File: config.mk
export PLATFORM = sky130hd
export DESIGN_NAME = triangle_trapezoid_split
export DESIGN_NICKNAME = d
export VERILOG_FILES = /design/src/hw/rtl/tts_pkg.sv /design/src/hw/rtl/tts_cross.sv /design/src/hw/rtl/tts_order.sv /design/src/hw/rtl/tts_emit.sv /design/src/hw/rtl/triangle_trapezoid_split.sv
export SDC_FILE = /design/constraint.sdc
export NUM_CORES = 2
export LEC_CHECK = 0
export ABC_AREA = 1
export BUFFER_PORTS_ARGS = -buffer_cell sky130_fd_sc_hd__buf_4
export CELL_PAD_IN_SITES_DETAIL_PLACEMENT = 0
export CELL_PAD_IN_SITES_GLOBAL_PLACEMENT = 1
export CORE_MARGIN = 1.5
export CORE_UTILIZATION = 50
export CTS_CLUSTER_SIZE = 30
export DETAILED_ROUTE_END_ITERATION = 6
export PLACE_DENSITY = 0.92
export SYNTH_ARGS = -nofsm -noshare
export SYNTH_HDL_FRONTEND = slang
export SYNTH_HIERARCHICAL = 1
export SYNTH_SLANG_ARGS = --single-unit
File: constraint.sdc
create_clock -name clk -period 16 [get_ports clk]
set_clock_uncertainty 0.05 [all_clocks]
set_input_delay 3.2 -clock clk [delete_from_list [all_inputs] [get_ports clk]]
set_output_delay 3.2 -clock clk [all_outputs]
set_load 0.02 [all_outputs]
File: src/hw/rtl/tts_pkg.sv
// Shared types and constants for the triangle to trapezoid splitter.
`default_nettype none

package tts_pkg;

  localparam int COORD_BITS = 16;
  localparam int DIFF_BITS  = COORD_BITS + 1;
  localparam int PROD_BITS  = 2 * DIFF_BITS;

  typedef logic signed [COORD_BITS-1:0] coord_t;
  typedef logic signed [DIFF_BITS-1:0]  diff_t;
  typedef logic signed [PROD_BITS-1:0]  prod_t;
  typedef logic [1:0]                   vidx_t;

  localparam vidx_t VTX_A = 2'd0;
  localparam vidx_t VTX_B = 2'd1;
  localparam vidx_t VTX_C = 2'd2;

  typedef struct packed {
    coord_t ax;
    coord_t ay;
    coord_t bx;
    coord_t by_coord;
    coord_t cx;
    coord_t cy;
  } tri_in_t;

  typedef struct packed {
    coord_t top_y;
    coord_t bottom_y;
    vidx_t  left_from;
    vidx_t  left_to;
    vidx_t  right_from;
    vidx_t  right_to;
    logic   is_last;
  } trap_t;

  // sign of the cross product of the vertices in input order
  typedef struct packed {
    logic zero;
    logic neg;
  } crs_t;

  // vertex order by y plus the flat-edge tests
  typedef struct packed {
    vidx_t  id0;
    vidx_t  id1;
    vidx_t  id2;
    logic   odd;
    coord_t y0;
    coord_t y1;
    coord_t y2;
    logic   flat_top;
    logic   flat_bot;
    logic   top_swap;
    logic   bot_swap;
  } ord_t;

endpackage

`default_nettype wire

File: src/hw/rtl/tts_cross.sv
// Three-stage cross product sign: differences, products, subtract.
`default_nettype none

module tts_cross (
  input  wire logic            clk,
  input  wire logic            en,
  input  wire tts_pkg::tri_in_t vin,
  output tts_pkg::crs_t        crs
);

  tts_pkg::diff_t d1, d2, d3, d4;
  tts_pkg::prod_t p, q;
  tts_pkg::prod_t delta;

  assign delta = p - q;

  always_ff @(posedge clk) begin
    if (en) begin
      d1 <= {vin.bx[tts_pkg::COORD_BITS-1], vin.bx}
          - {vin.ax[tts_pkg::COORD_BITS-1], vin.ax};
      d2 <= {vin.cy[tts_pkg::COORD_BITS-1], vin.cy}
          - {vin.ay[tts_pkg::COORD_BITS-1], vin.ay};
      d3 <= {vin.cx[tts_pkg::COORD_BITS-1], vin.cx}
          - {vin.ax[tts_pkg::COORD_BITS-1], vin.ax};
      d4 <= {vin.by_coord[tts_pkg::COORD_BITS-1], vin.by_coord}
          - {vin.ay[tts_pkg::COORD_BITS-1], vin.ay};
      p <= d1 * d2;
      q <= d3 * d4;
      crs.zero <= (delta == '0);
      crs.neg  <= delta[tts_pkg::PROD_BITS-1];
    end
  end

endmodule

`default_nettype wire

File: src/hw/rtl/tts_order.sv
// Three-stage vertex ordering: capture, stable y sort, flat-edge tests.
`default_nettype none

module tts_order (
  input  wire logic             clk,
  input  wire logic             rst,
  input  wire logic             en,
  input  wire logic             accept,
  input  wire tts_pkg::tri_in_t vin,
  output logic                  ord_valid,
  output tts_pkg::ord_t         ord
);

  tts_pkg::tri_in_t v1;
  logic             valid1, valid2;

  tts_pkg::vidx_t   id0_s, id1_s, id2_s;
  logic             odd_s;
  tts_pkg::vidx_t   sid0, sid1, sid2;
  logic             sodd;
  tts_pkg::coord_t  sx0, sx1, sx2, sy0, sy1, sy2;

  function automatic tts_pkg::coord_t y_of(tts_pkg::vidx_t i, tts_pkg::tri_in_t v);
    case (i)
      tts_pkg::VTX_A: y_of = v.ay;
      tts_pkg::VTX_B: y_of = v.by_coord;
      default:        y_of = v.cy;
    endcase
  endfunction

  function automatic tts_pkg::coord_t x_of(tts_pkg::vidx_t i, tts_pkg::tri_in_t v);
    case (i)
      tts_pkg::VTX_A: x_of = v.ax;
      tts_pkg::VTX_B: x_of = v.bx;
      default:        x_of = v.cx;
    endcase
  endfunction

  // stable compare-swaps (0,1), (0,2), (1,2) on strictly greater y
  always_comb begin
    tts_pkg::vidx_t t;
    t     = tts_pkg::VTX_A;
    id0_s = tts_pkg::VTX_A;
    id1_s = tts_pkg::VTX_B;
    id2_s = tts_pkg::VTX_C;
    odd_s = 1'b0;
    if ($signed(y_of(id0_s, v1)) > $signed(y_of(id1_s, v1))) begin
      t = id0_s; id0_s = id1_s; id1_s = t; odd_s = ~odd_s;
    end
    if ($signed(y_of(id0_s, v1)) > $signed(y_of(id2_s, v1))) begin
      t = id0_s; id0_s = id2_s; id2_s = t; odd_s = ~odd_s;
    end
    if ($signed(y_of(id1_s, v1)) > $signed(y_of(id2_s, v1))) begin
      t = id1_s; id1_s = id2_s; id2_s = t; odd_s = ~odd_s;
    end
  end

  always_ff @(posedge clk) begin
    if (rst) begin
      valid1    <= 1'b0;
      valid2    <= 1'b0;
      ord_valid <= 1'b0;
    end else if (en) begin
      valid1    <= accept;
      valid2    <= valid1;
      ord_valid <= valid2;
    end
  end

  always_ff @(posedge clk) begin
    if (en) begin
      v1   <= vin;
      sid0 <= id0_s;
      sid1 <= id1_s;
      sid2 <= id2_s;
      sodd <= odd_s;
      sx0  <= x_of(id0_s, v1);
      sx1  <= x_of(id1_s, v1);
      sx2  <= x_of(id2_s, v1);
      sy0  <= y_of(id0_s, v1);
      sy1  <= y_of(id1_s, v1);
      sy2  <= y_of(id2_s, v1);
      ord.id0      <= sid0;
      ord.id1      <= sid1;
      ord.id2      <= sid2;
      ord.odd      <= sodd;
      ord.y0       <= sy0;
      ord.y1       <= sy1;
      ord.y2       <= sy2;
      ord.flat_top <= (sy0 == sy1);
      ord.flat_bot <= (sy1 == sy2);
      ord.top_swap <= ($signed(sx0) > $signed(sx1));
      ord.bot_swap <= ($signed(sx1) > $signed(sx2));
    end
  end

endmodule

`default_nettype wire

File: src/hw/rtl/tts_emit.sv
// Trapezoid decode stage and output sequencer for one or two results.
`default_nettype none

module tts_emit (
  input  wire logic          clk,
  input  wire logic          rst,
  input  wire logic          in_valid,
  input  wire tts_pkg::ord_t ord,
  input  wire tts_pkg::crs_t crs,
  output logic               stall,
  output logic               strobe,
  output tts_pkg::trap_t     trap
);

  logic           valid4;
  logic           has_any, two;
  logic           phase;
  tts_pkg::trap_t res0, res1;

  logic           any_next, two_next;
  tts_pkg::trap_t res0_next, res1_next;

  always_comb begin
    tts_pkg::vidx_t a, b;
    any_next  = 1'b0;
    two_next  = 1'b0;
    res0_next = '0;
    res1_next = '0;
    a = ord.id0;
    b = ord.id1;
    if (crs.zero) begin
      any_next = 1'b0;
    end else if (ord.flat_top) begin
      any_next = 1'b1;
      a = ord.top_swap ? ord.id1 : ord.id0;
      b = ord.top_swap ? ord.id0 : ord.id1;
      res0_next = '{ord.y0, ord.y2, a, ord.id2, b, ord.id2, 1'b1};
    end else if (ord.flat_bot) begin
      any_next = 1'b1;
      a = ord.bot_swap ? ord.id2 : ord.id1;
      b = ord.bot_swap ? ord.id1 : ord.id2;
      res0_next = '{ord.y0, ord.y2, ord.id0, a, ord.id0, b, 1'b1};
    end else begin
      any_next = 1'b1;
      two_next = 1'b1;
      // sorted-order cross sign is the input-order sign flipped by an odd sort
      if (crs.neg ^ ord.odd) begin
        res0_next = '{ord.y0, ord.y1, ord.id0, ord.id1, ord.id0, ord.id2, 1'b0};
        res1_next = '{ord.y1, ord.y2, ord.id1, ord.id2, ord.id0, ord.id2, 1'b1};
      end else begin
        res0_next = '{ord.y0, ord.y1, ord.id0, ord.id2, ord.id0, ord.id1, 1'b0};
        res1_next = '{ord.y1, ord.y2, ord.id0, ord.id2, ord.id1, ord.id2, 1'b1};
      end
    end
  end

  assign stall = valid4 & two & ~phase;

  always_ff @(posedge clk) begin
    if (rst) begin
      valid4 <= 1'b0;
      phase  <= 1'b0;
      strobe <= 1'b0;
    end else begin
      strobe <= valid4 & has_any;
      phase  <= stall;
      if (!stall) begin
        valid4 <= in_valid;
      end
    end
  end

  always_ff @(posedge clk) begin
    trap <= phase ? res1 : res0;
    if (!stall) begin
      has_any <= any_next;
      two     <= two_next;
      res0    <= res0_next;
      res1    <= res1_next;
    end
  end

endmodule

`default_nettype wire

File: src/hw/rtl/triangle_trapezoid_split.sv
// Top level: splits a triangle into one or two trapezoids.
//
//   channel   ports                  direction  request
//   triangle  start, busy, vertices  in         start & !busy
//   result    strobe, trap           out        strobe, one cycle each
//
// Five register stages from accept to strobe (diffs, products/sort,
// sign/flat tests, decode, output register).
// A triangle giving zero or one trapezoid never holds the pipeline;
// one giving two holds the whole pipeline at the decode stage while its
// first trapezoid goes to the output register, which is when busy is high.
// rst (synchronous) empties every stage; the receiver cannot stall.
`default_nettype none

module triangle_trapezoid_split (
  input  wire logic             clk,
  input  wire logic             rst,
  input  wire logic             start,
  output logic                  busy,
  input  wire tts_pkg::tri_in_t vertices,
  output logic                  strobe,
  output tts_pkg::trap_t        trap
);

  logic          stall;
  logic          en;
  logic          accept;
  logic          ord_valid;
  tts_pkg::ord_t ord;
  tts_pkg::crs_t crs;

  assign busy   = stall;
  assign en     = ~stall;
  assign accept = start & ~busy;

  tts_cross u_cross (
    .clk (clk),
    .en  (en),
    .vin (vertices),
    .crs (crs)
  );

  tts_order u_order (
    .clk       (clk),
    .rst       (rst),
    .en        (en),
    .accept    (accept),
    .vin       (vertices),
    .ord_valid (ord_valid),
    .ord       (ord)
  );

  tts_emit u_emit (
    .clk      (clk),
    .rst      (rst),
    .in_valid (ord_valid),
    .ord      (ord),
    .crs      (crs),
    .stall    (stall),
    .strobe   (strobe),
    .trap     (trap)
  );

endmodule

`default_nettype wire

# --- After elaboration in Yosys (flattened, before gate mapping) ---
# Index checks and enable logic that the tools add are counted.
word_totals:
  register_bits: 527
  input_bits: 99
  out_inout_bits: 43
  word_cells: 131
classes:
  add_sub_neg: 5
  n_mul: 2
  order_cmp: 5
  n_eq_ne: 8
  n_mux: 29
  n_bitwise: 9
  reduce_logical: 9
ops:
  columns: ["op", "count"]
  rows:
  - ["$pmux 16 s2", 9]
  - ["$gt 16x16->1", 5]
  - ["$mul 17x17->34", 2]
  - ["$sub 16x16->17", 4]
  - ["$mux 25", 2]
  - ["$mux 41", 1]
  - ["$logic_not 34->1", 1]
  - ["$sub 34x34->34", 1]
  - ["$eq 16x16->1", 2]
  - ["$mux 2", 8]
  - ["$logic_not 2->1", 6]
  - ["$mux 9", 1]
  - ["$eq 2x1->1 const B", 4]
  - ["$mux 1", 7]
  - ["$mux 7", 1]
  - ["$and 1x1->1", 4]
  - ["$not 1->1", 4]
  - ["$reduce_or 3->1", 1]
  - ["$eq 1x1->1 const B", 2]
  - ["$reduce_or 2->1", 1]
  - ["$xor 1x1->1", 1]

# --- Depth between registers and ports, before layout ---
logic_depth:
  ltp_word: 12
  depth_mapped: 53
  mapped_depth_nobuf: 48

# --- Cells and area by module ---
# The synthesis kept the hierarchy.
modules_own_cells:
  columns: ["mod", "n_inst", "cells_each", "area_per_inst_um2", "seq_area_each_um2"]
  rows:
  - ["tts_cross", 1, 3764, 31447.7, 4144.0]
  - ["tts_order", 1, 1245, 13252.7, 7807.5]
  - ["tts_emit", 1, 466, 4788.3, 3343.2]
  - ["triangle_trapezoid_split", 1, 3, 13.8, 0.0]

# --- Worst setup path before layout ---
# Ideal clock, no wire load.
synth_timing:
  kind: "reg2reg"
  startpoint: "register u_emit.two"
  endpoint: "register u_order.valid1"
  setup_ns: 0.141
  arrival_time_ns: 11.752
  t_required_ns: 15.809
  path_slack_ns: 4.057
  stages_incl_launch_ff: 7
  n_path_buf: 0
  synth_period_minus_slack_ns: 11.943
  path_cell_list: "edfxtp_1 nand3_1 inv_1 inv_1 inv_1 nand2_1 a21oi_1"
synth_via:
  elab_chain_cells: 4
synth_rtl:
  columns: ["item", "line_no", "text"]
  rows:
  - ["from (decl)", "tts_emit.sv:16", "logic has_any, two;"]
  - ["from (signal assigned)", "tts_emit.sv:77", "two <= two_next;"]
  - ["$and 1x1->1 (*) (2 in series)", "tts_emit.sv:57", "assign stall = valid4 & two & ~phase;"]
  - ["named net busy", "triangle_trapezoid_split.sv:19", "output logic busy,"]
  - ["$not 1->1", "triangle_trapezoid_split.sv:34", "assign accept = start & ~busy;"]
  - ["$and 1x1->1", "triangle_trapezoid_split.sv:34", null]
  - ["to (signal assigned)", "tts_order.sv:64", "valid1 <= accept;"]
  - ["to (decl)", "tts_order.sv:15", "logic valid1, valid2;"]
# Mark *: on every way through the listed nets, which the timed path passes. The rest lies on a longest branch.
# A chain may end at the register's enable or synchronous reset.

# --- Final worst setup path ---
layout_timing:
  startpoint: "register u_order/v1[47] (netlist bit)"
  endpoint: "register u_order.sx1[3] (data pin)"
layout_via:
  elab_chain_cells: 12
  word_cells_on_any_way: 19
  classes_between: "3 x order compare; 4 x eq/ne; 8 x mux; 4 x reduce/logical"
layout_rtl:
  columns: ["item", "line_no", "text"]
  rows:
  - ["from (decl)", "tts_order.sv:14", "tts_pkg::tri_in_t v1;"]
  - ["from (signal assigned)", "tts_order.sv:72", "v1 <= vin;"]
  - ["$gt 16x16->1", "tts_order.sv:47", "if ($signed(y_of(id0_s, v1)) > $signed(y_of(id1_s, v1))) begin"]
  - ["$mux 1", "tts_order.sv:47", null]
  - ["$eq 1x1->1 / $logic_not 2->1 (equally long branches)", "tts_order.sv:24", "case (i)"]
  - ["$pmux 16 s2", "tts_order.sv:24", null]
  - ["$gt 16x16->1", "tts_order.sv:50", "if ($signed(y_of(id0_s, v1)) > $signed(y_of(id2_s, v1))) begin"]
  - ["$mux 2", "tts_order.sv:50", null]
  - ["$eq 2x1->1 / $logic_not 2->1 (equally long branches)", "tts_order.sv:24", null]
  - ["$pmux 16 s2", "tts_order.sv:24", null]
  - ["$gt 16x16->1", "tts_order.sv:53", "if ($signed(y_of(id1_s, v1)) > $signed(y_of(id2_s, v1))) begin"]
  - ["$mux 2 (*)", "tts_order.sv:53", null]
  - ["$eq 2x1->1 / $logic_not 2->1 (equally long branches)", "tts_order.sv:32", "case (i)"]
  - ["$pmux 16 s2 (*)", "tts_order.sv:32", null]
  - ["to (signal assigned)", "tts_order.sv:78", "sx1 <= x_of(id1_s, v1);"]
  - ["to (decl)", "tts_order.sv:21", "tts_pkg::coord_t sx0, sx1, sx2, sy0, sy1, sy2;"]
# Every way passes the cells marked *; elsewhere a longest branch is shown, timed or not.

==> summary.txt <==
Layout
  – Most common cell after layout, fill and taps aside: inv_1
  – Share of cells above drive strength 1: 0.06010
  – Finished Core Util: 0.5411
  – Final nets: 6526
  – Area grow syn2layout: 7.429%
  – Commonest non-fill, non-tap cells in the layout: 1283 x inv_1, 1189 x nand2_1, 597 x fa_1
  – FILL cells: 8743

GRT
  – Initial antenna violation count: 6
  – Vias in the first global route: 37.12k
  – Pin count of the biggest net entering global routing: 105
  – First-pass GRT wire length: 201900 um
  – Total global routing overflow: 0
  – Gr usage total: 0.2539

Critical path
  – CP top delay family: simple AND/OR/NAND/NOR gates
  – Reg2Reg Launch Point: u_order/v1[47]
  – Slowest stage delay, CP: 890 ps
  – Reg2Reg Capture Point: u_order/sx1[3]
  – Crit-path most repeated cell: nand2_1
  – WP data required: 16330 ps
  – Bufs and invs on worst path: 4
  – Arrival time worst endpoint: 8780 ps
  – CP startpoint kind: register
  – R2R Setup Slk: 7550 ps
  – Crit-path slowest cell: nand2_2
  – Worst setup EP type: register
  – Critical Path Fanout Max: 40
  – Worst r2r path cells: 33
  – CP Class: reg2reg

Placed design
  – Hpwl dp: 97730 um
  – IO Port Bufs: 141
  – Placer Congestion: 0.9082

Hold path
  – Hold/Removal Path Class: reg2reg
  – Hold Crit Endpoint: u_order/ord[57]
  – HP Start: u_order/sid0[0]
  – Hold path cells: 0

STA
  – Fin crit period: 8454 ps
  – Peak Freq: 0.1183 GHz
  – Final setup fails: 0
  – RSZ-0062 raised after global routing: false
  – Slew Viols, Final: 0
  – Fin crit share: 0.5284
  – Slew HR: 0.2447
  – Fin. Hold Viols: 0
  – Slew @ Worst Pin: 1133 ps
  – Setup TNS: 0 ps

Floorplan
  – Chip Width: 317.7 um
  – Row cnt: 115
  – Boundary Pins: 142
  – Core Footprint: 0.09828 sq mm
  – Initial Utilization: 0.5037
  – Die H: 317.7 um
  – Die area: 0.1009 sq mm

Synthesis
  – Asr flop ratio synth: 0
  – Mapped Nets: 6527
  – Synth Cell Area: 0.04950 sq mm
  – Synth cell types: 57
  – Number of synthesized flops with an enable pin: 478
  – #FFs+latches synth: 525
  – Dominant synthesized flop cell: edfxtp_1
  – Synth Area per Inst: 9.037 sq um
  – Sequential cell area fraction in the yosys report: 0.3090
  – Yosys warns: 6
  – Cells after synthesis: 5478

Clock tree
  – Post_cts resized: 0
  – CTS Buffer Depth: 3
  – Root buf cell: clkbuf_16
  – Num CTS Buffers: 55
  – Clock tree from TritonCTS: done
  – H-tree level count: 2
  – Skew-Pair Late Insertion Delay: 640 ps
  – CTS sink count: 525
  – Post-CTS Hold Buffers: 0
  – Clock-pin transition on the worst setup and hold timing paths: 60 ps
  – Postcts setup bufs: 0

Routing
  – Vias: 36.46k
  – Routed WL per cell: 18.55 um
  – Via density: 5.352
  – ANT nets after route: 0
  – DRT Pass-1 Iters: 7
  – DRT Wirelength: 126400 um
  – Drt initial violations: 3167
  – DRC viols: 0

Run
  – Max-cap violations: 0

Status
  – Status: complete, no violations
-- cells by family (layout without fill, tap and decap cells) --
logic type                 after synthesis  in the layout  share of synthesized area
other                                    0              1                          0
buffers and inverters                 1506           1552                     0.1176
AOI/OAI and AO/OA                      515            515                    0.05995
xor gates and xnor gates               173            173                    0.03061
DFF                                    525            525                     0.3090
adders and majority gates              950            950                     0.3307
and+or+nand+nor                       1809           1809                     0.1522
-- registers in the layout, summed over array words and instances (netlist names), 16 cells and up --
register and count:
u_cross/d1 17, u_cross/d2 17, u_cross/d3 17, u_cross/d4 17, u_cross/p 34, u_cross/q 34
u_emit/res0 41, u_emit/res1 39, u_emit/trap 41, u_order/ord 59, u_order/sx0 16, u_order/sx1 16
u_order/sx2 16, u_order/sy0 16, u_order/sy1 16, u_order/sy2 16, u_order/v1 96
-- cell usage after synthesis, types with 6 or more instances --
cell,count,area share
inv_1,1284,0.097
nand2_1,1189,0.090
fa_1,597,0.24
edfxtp_1,478,0.29
ha_1,353,0.089
nor2_1,228,0.017
nand3_1,221,0.022
a21oi_1,196,0.020
clkbuf_1,158,0.012
o21ai_0,141,0.014
nand4_1,92,0.012
xnor2_1,88,0.016
xor2_1,85,0.015
o22ai_1,48,0.0061
dfxtp_1,47,0.019
buf_2,29,0.0029
a31oi_1,21,0.0027
nand2_2,17,0.0021
nor3_1,17,0.0017
buf_4,15,0.0023
o21ai_1,15,0.0015
a21o_1,11,0.0017
o21bai_1,11,0.0017
or2_2,11,0.0014
a21oi_2,10,0.0018
buf_6,10,0.0023
nor4_1,9,0.0011
o21ai_2,9,0.0016
nand3_2,8,0.0016
o21a_1,8,0.0012
nor2_2,7,0.00088
o211ai_1,7,0.0011
a211oi_1,6,0.00091
a21boi_1,6,0.00091
inv_2,6,0.00045
-- how the worst max path moves through the flow --
stage / start / endpoint / depth (start not counted)
final: u_order/v1[47] / u_order/sx1[3] / 33
after global routing: u_order/v1[47] / u_order/sx1[6] / 34
after CTS: u_order/v1[47] / u_order/sx1[3] / 33
after detailed placement: u_order/v1[47] / u_order/sx1[8] / 30
after global placement: u_order/v1[47] / u_order/sx1[4] / 30
after floorplan: u_emit/two / u_order/valid1 / 6
-- per-layer routing --
| layer | global-route usage | vias up | wire length (um) |
|---|---|---|---|
| li1 | - | 16989 | - |
| met1 | 0.3518 | 17829 | 53550 |
| met2 | 0.4036 | 1380 | 57540 |
| met3 | 0.03465 | 252 | 9467 |
| met4 | 0.1052 | 8 | 5751 |
| met5 | 0 | - | 46 |
-- layout make-up --
class                           instances  area (sq um)  share of cell area
Inverter                             1291          4856             0.09131
Multi-Input combinational cell       3447         28410              0.5342
Sequential cell                       525         15290              0.2876
Tap cell                             1287          1610             0.03028
Antenna cell                            1         2.502          0.00004706
Clock inverter                         28         271.5            0.005106
Timing Repair Buffer                  157          1179             0.02216
Clock buffer                           76          1556             0.02927
-- metrics by stage --
stage               cell area [sq um]  cells  hold slack [ps]  setup WS (ps)
finish                          53180   6812            369.9           7546
global route                    53180   6811            395.3           6855
CTS                             53180   6811            367.7           7825
detailed placement              51350   6707            359.3           7815
global placement                51350   6707            365.7           7851
floorplan                       49500   5478            350.3           4057
Power is left out: the tool's default activity adds up to more than one toggle a clock period on the data nets, which glitch-free logic cannot reach.
